===== src/design/sds_pkg.sv =====
`timescale 1ns / 1ps
// ----------------------------------------------------------------------------
// sds_pkg
// Shared types and constants for the sprite distance sorter: field widths,
// register indexes, controller states and the controller/datapath signals.
// ----------------------------------------------------------------------------
package sds_pkg;

    // Default batch capacity
    localparam int SDS_MAX_SPRITES = 32;

    // Field widths
    localparam int COORD_W    = 16;
    localparam int TEX_W      = 8;
    localparam int IDX_W      = 5;
    localparam int DIST_W     = 33;
    localparam int SQ_W       = 2 * COORD_W;
    localparam int SPRITE_W   = 2 * COORD_W + TEX_W;

    // Configuration port
    localparam int CFG_IDX_W  = 2;
    localparam int CFG_DATA_W = 16;

    localparam logic [CFG_IDX_W-1:0] REG_CAMERA_X = 2'd0;
    localparam logic [CFG_IDX_W-1:0] REG_CAMERA_Y = 2'd1;

    // Controller states
    typedef enum logic [2:0] {
        ST_LOAD,
        ST_DIST,
        ST_SORT_LD,
        ST_SORT_LDW,
        ST_SCAN,
        ST_EMIT_RD,
        ST_EMIT_LD,
        ST_OUT
    } t_state;

    // Commands from controller to datapath
    typedef struct packed {
        logic load_we;    // write incoming sprite at data address
        logic dist_rd;    // read sprite at data address into distance pipe
        logic emit_rd;    // read sprite at current key position
        logic cur_load;   // take key read data as current entry
        logic cmp_en;     // compare key read data against current entry
        logic out_load;   // capture result into output registers
        logic out_final;  // result is the last of the batch
        logic out_ovf;    // batch dropped items
    } t_dp_cmd;

    // Status from datapath to controller
    typedef struct packed {
        logic dist_busy;  // distance pipeline still holds entries
    } t_dp_status;

endpackage


===== src/design/sprite_distance_sorter_top.sv =====
`timescale 1ns / 1ps
// ----------------------------------------------------------------------------
// sprite_distance_sorter_top
// Collects a batch of sprites and returns them sorted farthest first by
// squared distance to the camera.
// ----------------------------------------------------------------------------
// Usage:
//   Input channel (i_in_valid / o_in_stall) takes one sprite per transaction,
//   one per cycle while loading. Sprites past MAX_SPRITES are dropped and
//   the batch is marked with overflow. A transaction with batch_end starts
//   the sort; the input stalls until the whole batch has been returned.
//   Output channel (o_out_valid / i_out_stall) returns one sprite per
//   transaction, farthest first, the last one marked with final_result.
//   Camera registers are written through the cfg port while idle.
// Sequence for a batch, counted from the batch end:
//   a distance pass over all sprites, then for each result a compare scan
//   over the entries not yet returned, followed by load and emit. The scan
//   rate is set by the single read port of the key memory, one compare per
//   cycle.
// Receiver stall holds the current result and pauses the sort.
// Reset (synchronous, active low) empties the batch, clears the overflow
// flag and zeroes the camera registers; no memory clearing pass is needed.
// ----------------------------------------------------------------------------
module sprite_distance_sorter_top
    import sds_pkg::*;
#(
    parameter int MAX_SPRITES = SDS_MAX_SPRITES
) (
    input  logic                  i_clk,
    input  logic                  i_rst_n,
    input  logic                  i_cfg_we,
    input  logic [CFG_IDX_W-1:0]  i_cfg_idx,
    input  logic [CFG_DATA_W-1:0] i_cfg_data,
    input  logic                  i_in_valid,
    output logic                  o_in_stall,
    input  logic [COORD_W-1:0]    i_sprite_x,
    input  logic [COORD_W-1:0]    i_sprite_y,
    input  logic [TEX_W-1:0]      i_texture_id,
    input  logic                  i_batch_end,
    output logic                  o_out_valid,
    input  logic                  i_out_stall,
    output logic [IDX_W-1:0]      o_original_index,
    output logic [COORD_W-1:0]    o_out_x,
    output logic [COORD_W-1:0]    o_out_y,
    output logic [TEX_W-1:0]      o_out_texture,
    output logic [DIST_W-1:0]     o_squared_distance,
    output logic                  o_overflow,
    output logic                  o_final_result
);

    localparam int AW = $clog2(MAX_SPRITES);

    t_dp_cmd    cmd;
    t_dp_status status;
    logic [AW-1:0] data_addr;
    logic [AW-1:0] key_rd_addr;
    logic [AW-1:0] cmp_addr;

    sds_ctrl #(
        .MAX_SPRITES (MAX_SPRITES)
    ) u_ctrl (
        .i_clk         (i_clk),
        .i_rst_n       (i_rst_n),
        .i_in_valid    (i_in_valid),
        .i_batch_end   (i_batch_end),
        .o_in_stall    (o_in_stall),
        .o_out_valid   (o_out_valid),
        .i_out_stall   (i_out_stall),
        .i_status      (status),
        .o_cmd         (cmd),
        .o_data_addr   (data_addr),
        .o_key_rd_addr (key_rd_addr),
        .o_cmp_addr    (cmp_addr)
    );

    sds_datapath #(
        .MAX_SPRITES (MAX_SPRITES)
    ) u_datapath (
        .i_clk              (i_clk),
        .i_rst_n            (i_rst_n),
        .i_cfg_we           (i_cfg_we),
        .i_cfg_idx          (i_cfg_idx),
        .i_cfg_data         (i_cfg_data),
        .i_sprite_x         (i_sprite_x),
        .i_sprite_y         (i_sprite_y),
        .i_texture_id       (i_texture_id),
        .i_cmd              (cmd),
        .i_data_addr        (data_addr),
        .i_key_rd_addr      (key_rd_addr),
        .i_cmp_addr         (cmp_addr),
        .o_status           (status),
        .o_original_index   (o_original_index),
        .o_out_x            (o_out_x),
        .o_out_y            (o_out_y),
        .o_out_texture      (o_out_texture),
        .o_squared_distance (o_squared_distance),
        .o_overflow         (o_overflow),
        .o_final_result     (o_final_result)
    );

endmodule


===== src/design/sds_ram.sv =====
`timescale 1ns / 1ps
// ----------------------------------------------------------------------------
// sds_ram
// Generic simple dual-port RAM: one write port, one read port, registered
// read data.
// ----------------------------------------------------------------------------
module sds_ram #(
    parameter int WIDTH = 8,
    parameter int DEPTH = 32
) (
    input  logic                     i_clk,
    input  logic                     i_we,
    input  logic [$clog2(DEPTH)-1:0] i_waddr,
    input  logic [WIDTH-1:0]         i_wdata,
    input  logic [$clog2(DEPTH)-1:0] i_raddr,
    output logic [WIDTH-1:0]         o_rdata
);

    logic [WIDTH-1:0] r_mem [DEPTH];
    logic [WIDTH-1:0] r_rdata;

    // Write and registered read
    always_ff @(posedge i_clk) begin
        if (i_we) begin
            r_mem[i_waddr] <= i_wdata;
        end
        r_rdata <= r_mem[i_raddr];
    end

    assign o_rdata = r_rdata;

endmodule


===== src/design/sds_ctrl.sv =====
`timescale 1ns / 1ps
// ----------------------------------------------------------------------------
// sds_ctrl
// Sequencer for the sorter: counts loaded sprites, steps the distance pass,
// runs the exchange-sort scans and hands out results one at a time.
// ----------------------------------------------------------------------------
module sds_ctrl
    import sds_pkg::*;
#(
    parameter int MAX_SPRITES = SDS_MAX_SPRITES
) (
    input  logic                           i_clk,
    input  logic                           i_rst_n,
    input  logic                           i_in_valid,
    input  logic                           i_batch_end,
    output logic                           o_in_stall,
    output logic                           o_out_valid,
    input  logic                           i_out_stall,
    input  t_dp_status                     i_status,
    output t_dp_cmd                        o_cmd,
    output logic [$clog2(MAX_SPRITES)-1:0] o_data_addr,
    output logic [$clog2(MAX_SPRITES)-1:0] o_key_rd_addr,
    output logic [$clog2(MAX_SPRITES)-1:0] o_cmp_addr
);

    localparam int AW = $clog2(MAX_SPRITES);
    localparam int CW = $clog2(MAX_SPRITES + 1);
    localparam logic [CW-1:0] CAP = CW'(MAX_SPRITES);
    localparam logic [CW-1:0] ONE = CW'(1);

    t_state        r_state, n_state;
    logic [CW-1:0] r_count, n_count;
    logic [CW-1:0] r_n,     n_n;
    logic [CW-1:0] r_k,     n_k;
    logic [CW-1:0] r_i,     n_i;
    logic [CW-1:0] r_j,     n_j;
    logic [AW-1:0] r_jd,    n_jd;
    logic          r_pend,  n_pend;
    logic          r_drop,  n_drop;

    logic          in_acc;
    logic          last_i;

    assign in_acc = i_in_valid && !o_in_stall;
    assign last_i = ((r_i + ONE) == r_n);

    // State and counters
    always_ff @(posedge i_clk) begin
        if (!i_rst_n) begin
            r_state <= ST_LOAD;
            r_count <= '0;
            r_n     <= '0;
            r_k     <= '0;
            r_i     <= '0;
            r_j     <= '0;
            r_jd    <= '0;
            r_pend  <= 1'b0;
            r_drop  <= 1'b0;
        end else begin
            r_state <= n_state;
            r_count <= n_count;
            r_n     <= n_n;
            r_k     <= n_k;
            r_i     <= n_i;
            r_j     <= n_j;
            r_jd    <= n_jd;
            r_pend  <= n_pend;
            r_drop  <= n_drop;
        end
    end

    // Next state and datapath commands
    always_comb begin
        n_state       = r_state;
        n_count       = r_count;
        n_n           = r_n;
        n_k           = r_k;
        n_i           = r_i;
        n_j           = r_j;
        n_jd          = r_jd;
        n_pend        = 1'b0;
        n_drop        = r_drop;
        o_cmd         = '0;
        o_data_addr   = r_count[AW-1:0];
        o_key_rd_addr = r_i[AW-1:0];
        o_cmp_addr    = r_jd;
        o_in_stall    = 1'b1;
        o_out_valid   = 1'b0;

        unique case (r_state)
            ST_LOAD: begin
                o_in_stall = 1'b0;
                if (in_acc) begin
                    // store while room is left, else flag the drop
                    if (r_count < CAP) begin
                        o_cmd.load_we = 1'b1;
                        n_count       = r_count + ONE;
                    end else begin
                        n_drop = 1'b1;
                    end
                    if (i_batch_end) begin
                        n_n     = (r_count < CAP) ? (r_count + ONE) : r_count;
                        n_k     = '0;
                        n_state = ST_DIST;
                    end
                end
            end

            ST_DIST: begin
                // issue one sprite per cycle into the distance pipe
                o_data_addr = r_k[AW-1:0];
                if (r_k != r_n) begin
                    o_cmd.dist_rd = 1'b1;
                    n_k           = r_k + ONE;
                end else if (!i_status.dist_busy) begin
                    n_i     = '0;
                    n_state = ST_SORT_LD;
                end
            end

            ST_SORT_LD: begin
                o_key_rd_addr = r_i[AW-1:0];
                n_state       = ST_SORT_LDW;
            end

            ST_SORT_LDW: begin
                o_cmd.cur_load = 1'b1;
                n_j            = r_i + ONE;
                n_state        = ST_SCAN;
            end

            ST_SCAN: begin
                // read entry j while comparing the one read last cycle
                o_key_rd_addr = r_j[AW-1:0];
                o_cmd.cmp_en  = r_pend;
                if (r_j != r_n) begin
                    n_jd   = r_j[AW-1:0];
                    n_j    = r_j + ONE;
                    n_pend = 1'b1;
                end else if (!r_pend) begin
                    n_state = ST_EMIT_RD;
                end
            end

            ST_EMIT_RD: begin
                o_cmd.emit_rd = 1'b1;
                n_state       = ST_EMIT_LD;
            end

            ST_EMIT_LD: begin
                o_cmd.out_load  = 1'b1;
                o_cmd.out_final = last_i;
                o_cmd.out_ovf   = r_drop;
                n_state         = ST_OUT;
            end

            ST_OUT: begin
                // hold the result until the receiver takes it
                o_out_valid = 1'b1;
                if (!i_out_stall) begin
                    if (last_i) begin
                        n_count = '0;
                        n_drop  = 1'b0;
                        n_state = ST_LOAD;
                    end else begin
                        n_i     = r_i + ONE;
                        n_state = ST_SORT_LD;
                    end
                end
            end

            default: begin
                n_state = ST_LOAD;
            end
        endcase
    end

endmodule


===== src/design/sds_datapath.sv =====
`timescale 1ns / 1ps
// ----------------------------------------------------------------------------
// sds_datapath
// Camera registers, sprite and key memories, squared-distance pipeline,
// current-entry register of the exchange sort and output registers.
// ----------------------------------------------------------------------------
module sds_datapath
    import sds_pkg::*;
#(
    parameter int MAX_SPRITES = SDS_MAX_SPRITES
) (
    input  logic                           i_clk,
    input  logic                           i_rst_n,
    input  logic                           i_cfg_we,
    input  logic [CFG_IDX_W-1:0]           i_cfg_idx,
    input  logic [CFG_DATA_W-1:0]          i_cfg_data,
    input  logic [COORD_W-1:0]             i_sprite_x,
    input  logic [COORD_W-1:0]             i_sprite_y,
    input  logic [TEX_W-1:0]               i_texture_id,
    input  t_dp_cmd                        i_cmd,
    input  logic [$clog2(MAX_SPRITES)-1:0] i_data_addr,
    input  logic [$clog2(MAX_SPRITES)-1:0] i_key_rd_addr,
    input  logic [$clog2(MAX_SPRITES)-1:0] i_cmp_addr,
    output t_dp_status                     o_status,
    output logic [IDX_W-1:0]               o_original_index,
    output logic [COORD_W-1:0]             o_out_x,
    output logic [COORD_W-1:0]             o_out_y,
    output logic [TEX_W-1:0]               o_out_texture,
    output logic [DIST_W-1:0]              o_squared_distance,
    output logic                           o_overflow,
    output logic                           o_final_result
);

    localparam int AW = $clog2(MAX_SPRITES);
    localparam int KW = DIST_W + AW;
    localparam int PW = (AW > IDX_W) ? AW : IDX_W;

    // Camera registers
    logic [COORD_W-1:0] r_cam_x, n_cam_x;
    logic [COORD_W-1:0] r_cam_y, n_cam_y;

    always_comb begin
        n_cam_x = r_cam_x;
        n_cam_y = r_cam_y;
        if (i_cfg_we) begin
            unique case (i_cfg_idx)
                REG_CAMERA_X: n_cam_x = i_cfg_data;
                REG_CAMERA_Y: n_cam_y = i_cfg_data;
                default:      ;
            endcase
        end
    end

    always_ff @(posedge i_clk) begin
        if (!i_rst_n) begin
            r_cam_x <= '0;
            r_cam_y <= '0;
        end else begin
            r_cam_x <= n_cam_x;
            r_cam_y <= n_cam_y;
        end
    end

    // Sprite memory, indexed by load position
    logic [SPRITE_W-1:0] spr_rdata;
    logic [AW-1:0]       spr_raddr;
    logic [AW-1:0]       r_cur_pos;
    logic [DIST_W-1:0]   r_cur_dist;

    assign spr_raddr = i_cmd.emit_rd ? r_cur_pos : i_data_addr;

    sds_ram #(
        .WIDTH (SPRITE_W),
        .DEPTH (MAX_SPRITES)
    ) u_spr_ram (
        .i_clk   (i_clk),
        .i_we    (i_cmd.load_we),
        .i_waddr (i_data_addr),
        .i_wdata ({i_texture_id, i_sprite_y, i_sprite_x}),
        .i_raddr (spr_raddr),
        .o_rdata (spr_rdata)
    );

    logic [COORD_W-1:0] spr_x;
    logic [COORD_W-1:0] spr_y;
    logic [TEX_W-1:0]   spr_tex;

    assign spr_x   = spr_rdata[COORD_W-1:0];
    assign spr_y   = spr_rdata[2*COORD_W-1:COORD_W];
    assign spr_tex = spr_rdata[SPRITE_W-1:2*COORD_W];

    // Distance pipe: read, square, sum and write key
    logic               r_v1, r_v2;
    logic [AW-1:0]      r_k1, r_k2;
    logic [SQ_W-1:0]    r_sqx, r_sqy;
    logic [COORD_W-1:0] dx, dy;
    logic [DIST_W-1:0]  dist_sum;

    assign dx = (r_cam_x >= spr_x) ? (r_cam_x - spr_x) : (spr_x - r_cam_x);
    assign dy = (r_cam_y >= spr_y) ? (r_cam_y - spr_y) : (spr_y - r_cam_y);
    assign dist_sum = DIST_W'(r_sqx) + DIST_W'(r_sqy);

    always_ff @(posedge i_clk) begin
        if (!i_rst_n) begin
            r_v1 <= 1'b0;
            r_v2 <= 1'b0;
        end else begin
            r_v1 <= i_cmd.dist_rd;
            r_v2 <= r_v1;
        end
    end

    always_ff @(posedge i_clk) begin
        r_k1  <= i_data_addr;
        r_k2  <= r_k1;
        r_sqx <= SQ_W'(dx) * SQ_W'(dy - dy + dx);
        r_sqy <= SQ_W'(dy) * SQ_W'(dy);
    end

    assign o_status.dist_busy = r_v1 || r_v2;

    // Key memory: {distance, load position}, reordered by the sort
    logic [KW-1:0]     key_rdata;
    logic [KW-1:0]     key_wdata;
    logic [AW-1:0]     key_waddr;
    logic              key_we;
    logic              cmp_swap;
    logic [DIST_W-1:0] rd_dist;

    assign rd_dist   = key_rdata[KW-1:AW];
    assign cmp_swap  = i_cmd.cmp_en && (rd_dist > r_cur_dist);
    assign key_we    = r_v2 || cmp_swap;
    assign key_waddr = r_v2 ? r_k2 : i_cmp_addr;
    assign key_wdata = r_v2 ? {dist_sum, r_k2} : {r_cur_dist, r_cur_pos};

    sds_ram #(
        .WIDTH (KW),
        .DEPTH (MAX_SPRITES)
    ) u_key_ram (
        .i_clk   (i_clk),
        .i_we    (key_we),
        .i_waddr (key_waddr),
        .i_wdata (key_wdata),
        .i_raddr (i_key_rd_addr),
        .o_rdata (key_rdata)
    );

    // Current entry: keep the larger, push the smaller back to slot j
    always_ff @(posedge i_clk) begin
        if (i_cmd.cur_load || cmp_swap) begin
            r_cur_dist <= rd_dist;
            r_cur_pos  <= key_rdata[AW-1:0];
        end
    end

    // Output registers
    logic [PW-1:0]      pos_ext;
    logic [IDX_W-1:0]   r_out_idx;
    logic [COORD_W-1:0] r_out_x;
    logic [COORD_W-1:0] r_out_y;
    logic [TEX_W-1:0]   r_out_tex;
    logic [DIST_W-1:0]  r_out_dist;
    logic               r_out_ovf;
    logic               r_out_final;

    assign pos_ext = PW'(r_cur_pos);

    always_ff @(posedge i_clk) begin
        if (i_cmd.out_load) begin
            r_out_idx   <= pos_ext[IDX_W-1:0];
            r_out_x     <= spr_x;
            r_out_y     <= spr_y;
            r_out_tex   <= spr_tex;
            r_out_dist  <= r_cur_dist;
            r_out_ovf   <= i_cmd.out_ovf;
            r_out_final <= i_cmd.out_final;
        end
    end

    assign o_original_index   = r_out_idx;
    assign o_out_x            = r_out_x;
    assign o_out_y            = r_out_y;
    assign o_out_texture      = r_out_tex;
    assign o_squared_distance = r_out_dist;
    assign o_overflow         = r_out_ovf;
    assign o_final_result     = r_out_final;

endmodule


===== config.mk =====
export PLATFORM = sky130hd
export DESIGN_NAME = sprite_distance_sorter_top
export DESIGN_NICKNAME = d
export VERILOG_FILES = /design/src/design/sds_pkg.sv /design/src/design/sprite_distance_sorter_top.sv /design/src/design/sds_ram.sv /design/src/design/sds_ctrl.sv /design/src/design/sds_datapath.sv
export SDC_FILE = /design/constraint.sdc
export NUM_CORES = 2
export LEC_CHECK = 0
export BUFFER_PORTS_ARGS = -buffer_cell sky130_fd_sc_hd__buf_2
export CAP_MARGIN = 10
export CORE_AREA = 2 2 618 467
export DETAILED_ROUTE_END_ITERATION = 8
export DIE_AREA = 0 0 620 469
export GPL_TIMING_DRIVEN = 0
export PLACE_DENSITY = 0.72
export SLEW_MARGIN = 40
export SYNTH_ARGS = -nofsm -noshare
export SYNTH_HDL_FRONTEND = slang
export SYNTH_SLANG_ARGS = --single-unit

===== constraint.sdc =====
create_clock -name i_clk -period 10.17 [get_ports i_clk]
set_input_delay 0.5085 -clock i_clk [delete_from_list [all_inputs] [get_ports i_clk]]
set_output_delay 0.5085 -clock i_clk [all_outputs]
set_load 0.02 [all_outputs]

Word level (Yosys, flattened, before mapping):

Memory sizes are Yosys's and may differ from the RTL's. A register that Yosys moved wholly into a read port is not among the register bits.
Cells that the tools add are included.

* register bits: 266
* memory bits (writable): 2496
* output and inout port bits: 82
* logic and storage cells: 143
* memories kept: 2

Memory list
* u_datapath.u_spr_ram.r_mem: words 32, width 40, rd ports 1, clocked after Yosys merged registers in 1, wr ports 1, RTL line sds_ram.sv:19 `logic [WIDTH-1:0] r_mem [DEPTH];`
* u_datapath.u_key_ram.r_mem: words 32, width 38, rd ports 1, clocked after Yosys merged registers in 1, wr ports 1, RTL line sds_ram.sv:19

* $add $sub $neg: 11
* multipliers: 2
* magnitude comparators: 4
* equal/unequal tests: 23
* mux-type cells: 52
* reduce and logical (&&, ||, !) cells: 23

Operator list (count)
* $mux 6: 12
* $sub 16x16->16: 4
* $pmux 6 s2: 4
* $mux 38: 1
* $add 32x32->33: 1
* $gt 33x33->1: 1
* $add 32x16->32: 1
* $ge 16x16->1: 2
* $mul 16x16->32: 1
* $mul 16x32->32: 1
* $mux 16: 2
* $add 6x1->6 const B: 4
* $mux 3: 8
* $pmux 3 s8: 1
* $mux 5: 4
* $mux 1: 18
* $sub 16x16->17: 1
* $ne 2x2->1 const B: 8
* $eq 3x3->1 const B: 4
* $ne 6x6->1: 2
* $reduce_and 2->1: 6
* $reduce_and 5->1: 2
* $ne 2x1->1 const B: 4
* $reduce_and 4->1: 2
* 14 further kinds: 21

Logic depth before layout (Yosys ltp):

* depth after elaboration: 6
* mapped depth: 38

Hierarchy:

Synthesis repeated with hierarchy kept, for this count alone.

* cells, all modules: 8589
* area total of the unflattened synthesis: 127671.2 µm²

Modules (own cells, without submodules)
* sds_ram (u_datapath.u_spr_ram): instances 1, cells an instance 2813, area each 50564.7 µm², sequential area each 39237.6 µm²
* sds_ram (u_datapath.u_key_ram): instances 1, cells an instance 2675, area each 48161.2 µm², sequential area each 37275.8 µm²
* sds_datapath: instances 1, cells an instance 2807, area each 26585.5 µm², sequential area each 5665.4 µm²
* sds_ctrl: instances 1, cells an instance 294, area each 2359.8 µm², sequential area each 800.8 µm²

Worst setup path after synthesis:

Ideal clock, no wire load.

* kind: register to register
* start point: register u_datapath.r_cam_x[0]
* end point: register u_datapath.r_sqx[29]
* library setup time: 0.121 ns
* arrival: 7.858 ns
* data required time: 10.049 ns
* slack: 2.191 ns
* cell stages (with the launch flop): 33
* clock period less this slack: 7.979 ns
* cells stage by stage: dfxtp_1 > inv_1 > ha_1 > fa_1 > and3b_1 > o31a_1 > o21ai_2 > a21oi_4 > buf_4 > nor3_1 > a21oi_1 > xor2_1 > clkbuf_1 > nand2_1 > fa_1 > fa_1 > inv_1 > fa_1 > fa_1 > fa_1 > inv_1 > fa_1 > inv_1 > ha_1 > a21o_1 > a21o_1 > a221o_1 > a32oi_1 > a21oi_1 > a31oi_1 > nor3b_1 > o41a_1 > xor2_1

* word-level cells in the longest chain between the ends: 4
* elaborated cells on any way between the ends: 6
* classes of those cells: add/sub: 3; mul: 1; order compare: 1; mux: 1

RTL lines
* start, declared: RTL line sds_datapath.sv:39 `logic [COORD_W-1:0] r_cam_x, n_cam_x;`
* start signal, assigned: RTL line sds_datapath.sv:59 `r_cam_x <= n_cam_x;`
* $sub 16x16->16 or $ge 16x16->1 (tied branches): RTL line sds_datapath.sv:99 `assign dx = (r_cam_x >= spr_x) ? (r_cam_x - spr_x) : (spr_x - r_cam_x);`
* $mux 16 *: RTL line sds_datapath.sv:99
* $add 32x16->32: RTL line sds_datapath.sv:116 `r_sqx <= SQ_W'(dx) * SQ_W'(dy - dy + dx);`
* $mul 16x32->32 *: RTL line sds_datapath.sv:116
* end signal, assigned: RTL line sds_datapath.sv:116
* end, declared: RTL line sds_datapath.sv:95 `logic [SQ_W-1:0] r_sqx, r_sqy;`

Every way passes the cells marked *; elsewhere a longest branch is shown, timed or not.
A chain may end at the register's enable or synchronous reset.

Worst setup path after layout:

* start point: register u_datapath.u_spr_ram.r_rdata[23], in the netlist u_datapath.u_spr_ram.o_rdata[23] (read register of u_datapath.u_spr_ram.r_mem)
* end point: register u_datapath.r_sqy[26]

* word-level cells in the longest chain between the ends: 3
* elaborated cells on any way between the ends: 5
* classes of those cells: add/sub: 2; mul: 1; order compare: 1; mux: 1

RTL lines
* start, declared: RTL line sds_ram.sv:20 `logic [WIDTH-1:0] r_rdata;`
* $sub 16x16->16 or $ge 16x16->1 (tied branches): RTL line sds_datapath.sv:100 `assign dy = (r_cam_y >= spr_y) ? (r_cam_y - spr_y) : (spr_y - r_cam_y);`
* $mux 16 *: RTL line sds_datapath.sv:100
* $mul 16x16->32 *: RTL line sds_datapath.sv:117 `r_sqy <= SQ_W'(dy) * SQ_W'(dy);`
* end signal, assigned: RTL line sds_datapath.sv:117
* end, declared: RTL line sds_datapath.sv:95

Marks and branches as above.

==> flow_metrics.py <==
metrics = {
    "outcome": {
        "status": "completed",
    },
    "hold_path": {
        "min_path_cells": 3,
        "min_to": "u_ctrl.r_drop",
        "holdCritPathClass": "input port to register",
        "holdCritStartpoint": "i_in_valid",
    },
    "synthesis": {
        "avgSynthCellArea_um2": 14.81,
        "syn_inst": 8616,
        "synth-compound-area-share_pct": 8.165,
        "synth_seq_area_share_pct": 65.02,
        "yosysWarnings": 0,
        "synth_top_area_share_pct": 61.50,
        "ys.flop_type": "edfxtp_1",
        "yosys.cell_count.top_type": "edfxtp_1",
        "yosys.area.top_type": "edfxtp_1",
        "synthArstFlopShare_pct": 0,
        "synthAdderAreaFrac_pct": 8.356,
        "synth_area_leaders": "edfxtp_1, mux4_2, fa_1, dfxtp_1, ha_1",
        "synth_edf_count": 2614,
        "synth_top_family_by_area": "adder cells",
        "synth_mux_area_share_pct": 7.507,
        "synthSimpleGateAreaFrac_pct": 6.446,
        "synth-seq-cells": 2838,
        "yosys.area_share.xor_xnor_pct": 1.091,
        "syn_area_um2": 127600,
        "synthTopCellsByCount": "edfxtp_1, nand2_1, inv_1, a211oi_1, fa_1",
        "ys_types": 93,
        "synth_nets": 9335,
    },
    "cts": {
        "clock_latency_ns": 0.89,
        "cts_setup_buffers": 0,
        "cts_root_buf": "clkbuf_16",
        "clkTransAtPathRegs_ns": 0.06,
        "htree_levels": 5,
        "cts_tree": "done",
        "cts_buffer_depth": 4,
        "cts_buffers": 277,
        "cts_num_sinks": 2838,
    },
    "sta": {
        "fin_setup_tns_ns": 0,
        "hold_viol_final": 0,
        "slew_headroom_pct": 34.74,
        "grt_setup_unrepaired": "false",
        "post-route-min-period_ns": 9.755,
        "setup_viol": 0,
        "fin_skew_ns": 0.06819,
        "slew_violations": 0,
        "fin_crit_sh_pct": 95.92,
        "worstMarginPinSlew_ns": 0.9789,
        "max_freq_mhz": 102.5,
    },
    "critical_path": {
        "r2r-start": "u_datapath.u_spr_ram.o_rdata[23]",
        "crit_buf_inv": 10,
        "critPathMaxStageDelay_ns": 0.56,
        "r2r_slack_ns": 0.42,
        "cp-start-kind": "register",
        "rr_worst_depth": 34,
        "slowest_stage": "fa_1",
        "critPathArrivalTime_ns": 10.43,
        "required_ns": 10.85,
        "cpLargestDelayFamily": "adder cells",
        "critical_path.endpoint_type": "register",
        "r2r_end": "u_datapath.r_sqy[26]",
        "criticalPathCategory": "register to register",
        "crit_top_cell": "inv_1",
        "crit_fanout": 10,
    },
    "floorplan": {
        "coreArea_um2": 284600,
        "fp.dieW_um": 620,
        "fp.dieH_um": 469,
        "start_util_pct": 44.85,
        "ios": 146,
        "rows": 170,
        "dieArea_um2": 290800,
    },
    "route": {
        "vias_per_cell": 6.025,
        "drtPass1Iterations": 7,
        "antenna_left": 0,
        "wl_um": 370700,
        "num_vias": 80253,
        "post_drt_wl_per_cell_um": 27.83,
        "drc": 0,
        "drtIter0Drc": 12497,
    },
    "global_routing": {
        "grt_pass1_vias": 78707,
        "grt_pass1_wl_um": 530700,
        "gr-usage-all-layers_pct": 24.95,
        "grt_max_degree": 56,
        "grt_overflow_total": 0,
        "antenna_found_initial": 30,
    },
    "placement": {
        "port_buffers": 145,
        "gp_congestion": 0.9350,
        "dp_hpwl_um": 260900,
    },
    "cells_and_area": {
        "layout-drive-gt1-share_pct": 16.70,
        "fin_nets": 10021,
        "area_growth_pct": 15.68,
    },
    "flow_run": {
        "max_cap_violations": 0,
    },
}
==> stage by stage <==
step / utilization (%) / setup slack (ns) / cells / hold slack [ns] / instance area (um^2)
6_report: 51.88 / 0.4152 / 13319 / 0.1185 / 147600
5_1_grt: 51.86 / 0.003011 / 13303 / 0.1342 / 147600
4_1_cts: 51.81 / 0.2383 / 13299 / 0.08823 / 147500
3_5_place_dp: 48.61 / 0.3120 / 12786 / 0.3175 / 138400
3_3_place_gp: 46.76 / 0.009470 / 12545 / 0.3183 / 133100
2_1_floorplan: - / 2.191 / 8616 / 0.3096 / 127600
==> routing by layer <==
layer	up-vias	GRT usage [%]	share of wire, %
met5	-	0	0.028
met4	16	9.919	4.5
met3	877	6.485	12
met2	5471	38.26	45
met1	40323	34.11	39
li1	33566	-	-
==> layout make-up <==
cell class | instances | area [um^2]
fill | 22601 | 137000
sequential | 2838 | 82980
multi-input combinational | 4718 | 41530
clock buffer | 352 | 7485
timing repair buffer | 407 | 5017
tap | 3784 | 4735
inverter | 595 | 2245
buffer | 465 | 2180
clock inverter | 140 | 1414
antenna | 20 | 50.05
==> tightest hold or removal path, cell delays in order <==
cell,delay [ns]
buf_2,0.21
a31oi_1,0.11
nor2_1,0.08
==> what timing repair did <==
item / CTS / global route
gates resized for setup: 0 / 10
hold buffers: 21 / 0
hold endpoints to repair: 36 / 0
endpoints found under the setup margin: 0 / 8
==> registers in the layout (all words and copies together) (netlist names), 31 cells and up <==
signal                         flops
u_datapath.u_key_ram.r_mem      1216
u_datapath.u_spr_ram.o_rdata      40
u_datapath.r_cur_dist             33
u_datapath.r_sqy                  31
u_datapath.u_spr_ram.r_mem      1280
u_datapath.o_squared_distance     33
u_datapath.r_sqx                  31
u_datapath.u_key_ram.o_rdata      38
==> worst max-delay path by stage <==
| stage | start | end | slack, ns | depth (start not counted) |
|---|---|---|---|---|
| final | u_datapath.u_spr_ram.o_rdata[23] | u_datapath.r_sqy[26] | 0.42 | 34 |
| after CTS | u_datapath.u_spr_ram.o_rdata[16] | u_datapath.r_sqy[26] | 0.24 | 33 |
| after floorplan | u_datapath.r_cam_x[0] | u_datapath.r_sqx[29] | 2.19 | 32 |
| after global placement | u_datapath.r_cur_dist[4] | u_datapath.u_key_ram.r_mem[19][26] | 0.009 | 12 |
| after detailed placement | u_datapath.u_spr_ram.o_rdata[16] | u_datapath.r_sqy[26] | 0.31 | 33 |
| after global routing | u_datapath.u_spr_ram.o_rdata[1] | u_datapath.r_sqx[29] | 0.003 | 31 |
==> placed cells by master, fill, tap and decap left out, drive strengths merged, types with 64 or more instances in the layout <==
| cell | count |
|---|---|
| edfxtp | 2614 |
| nand2 | 1032 |
| buf | 616 |
| inv | 603 |
| clkbuf | 587 |
| a211oi | 445 |
| fa | 329 |
| ha | 326 |
| mux4 | 320 |
| and2 | 317 |
| nor2 | 290 |
| a21oi | 271 |
| dfxtp | 224 |
| o21ai | 189 |
| a31oi | 167 |
| a311oi | 154 |
| mux2i | 129 |
| a21o | 115 |
| mux2 | 93 |
| clkinv | 93 |
| xnor2 | 83 |
| xor2 | 64 |
==> cells by family after synthesis <==
family | after synthesis
multiplexers | 542
adder cells (fa/ha/maj) | 655
AND/OR/NAND/NOR | 1846
flip-flops | 2838
buffers and inverters | 1060
AO/OA/AOI/OAI | 1527
XOR/XNOR | 148
Power is not shown: default switching activity piles up to over one toggle a cycle in this logic, so the estimate is an artifact.
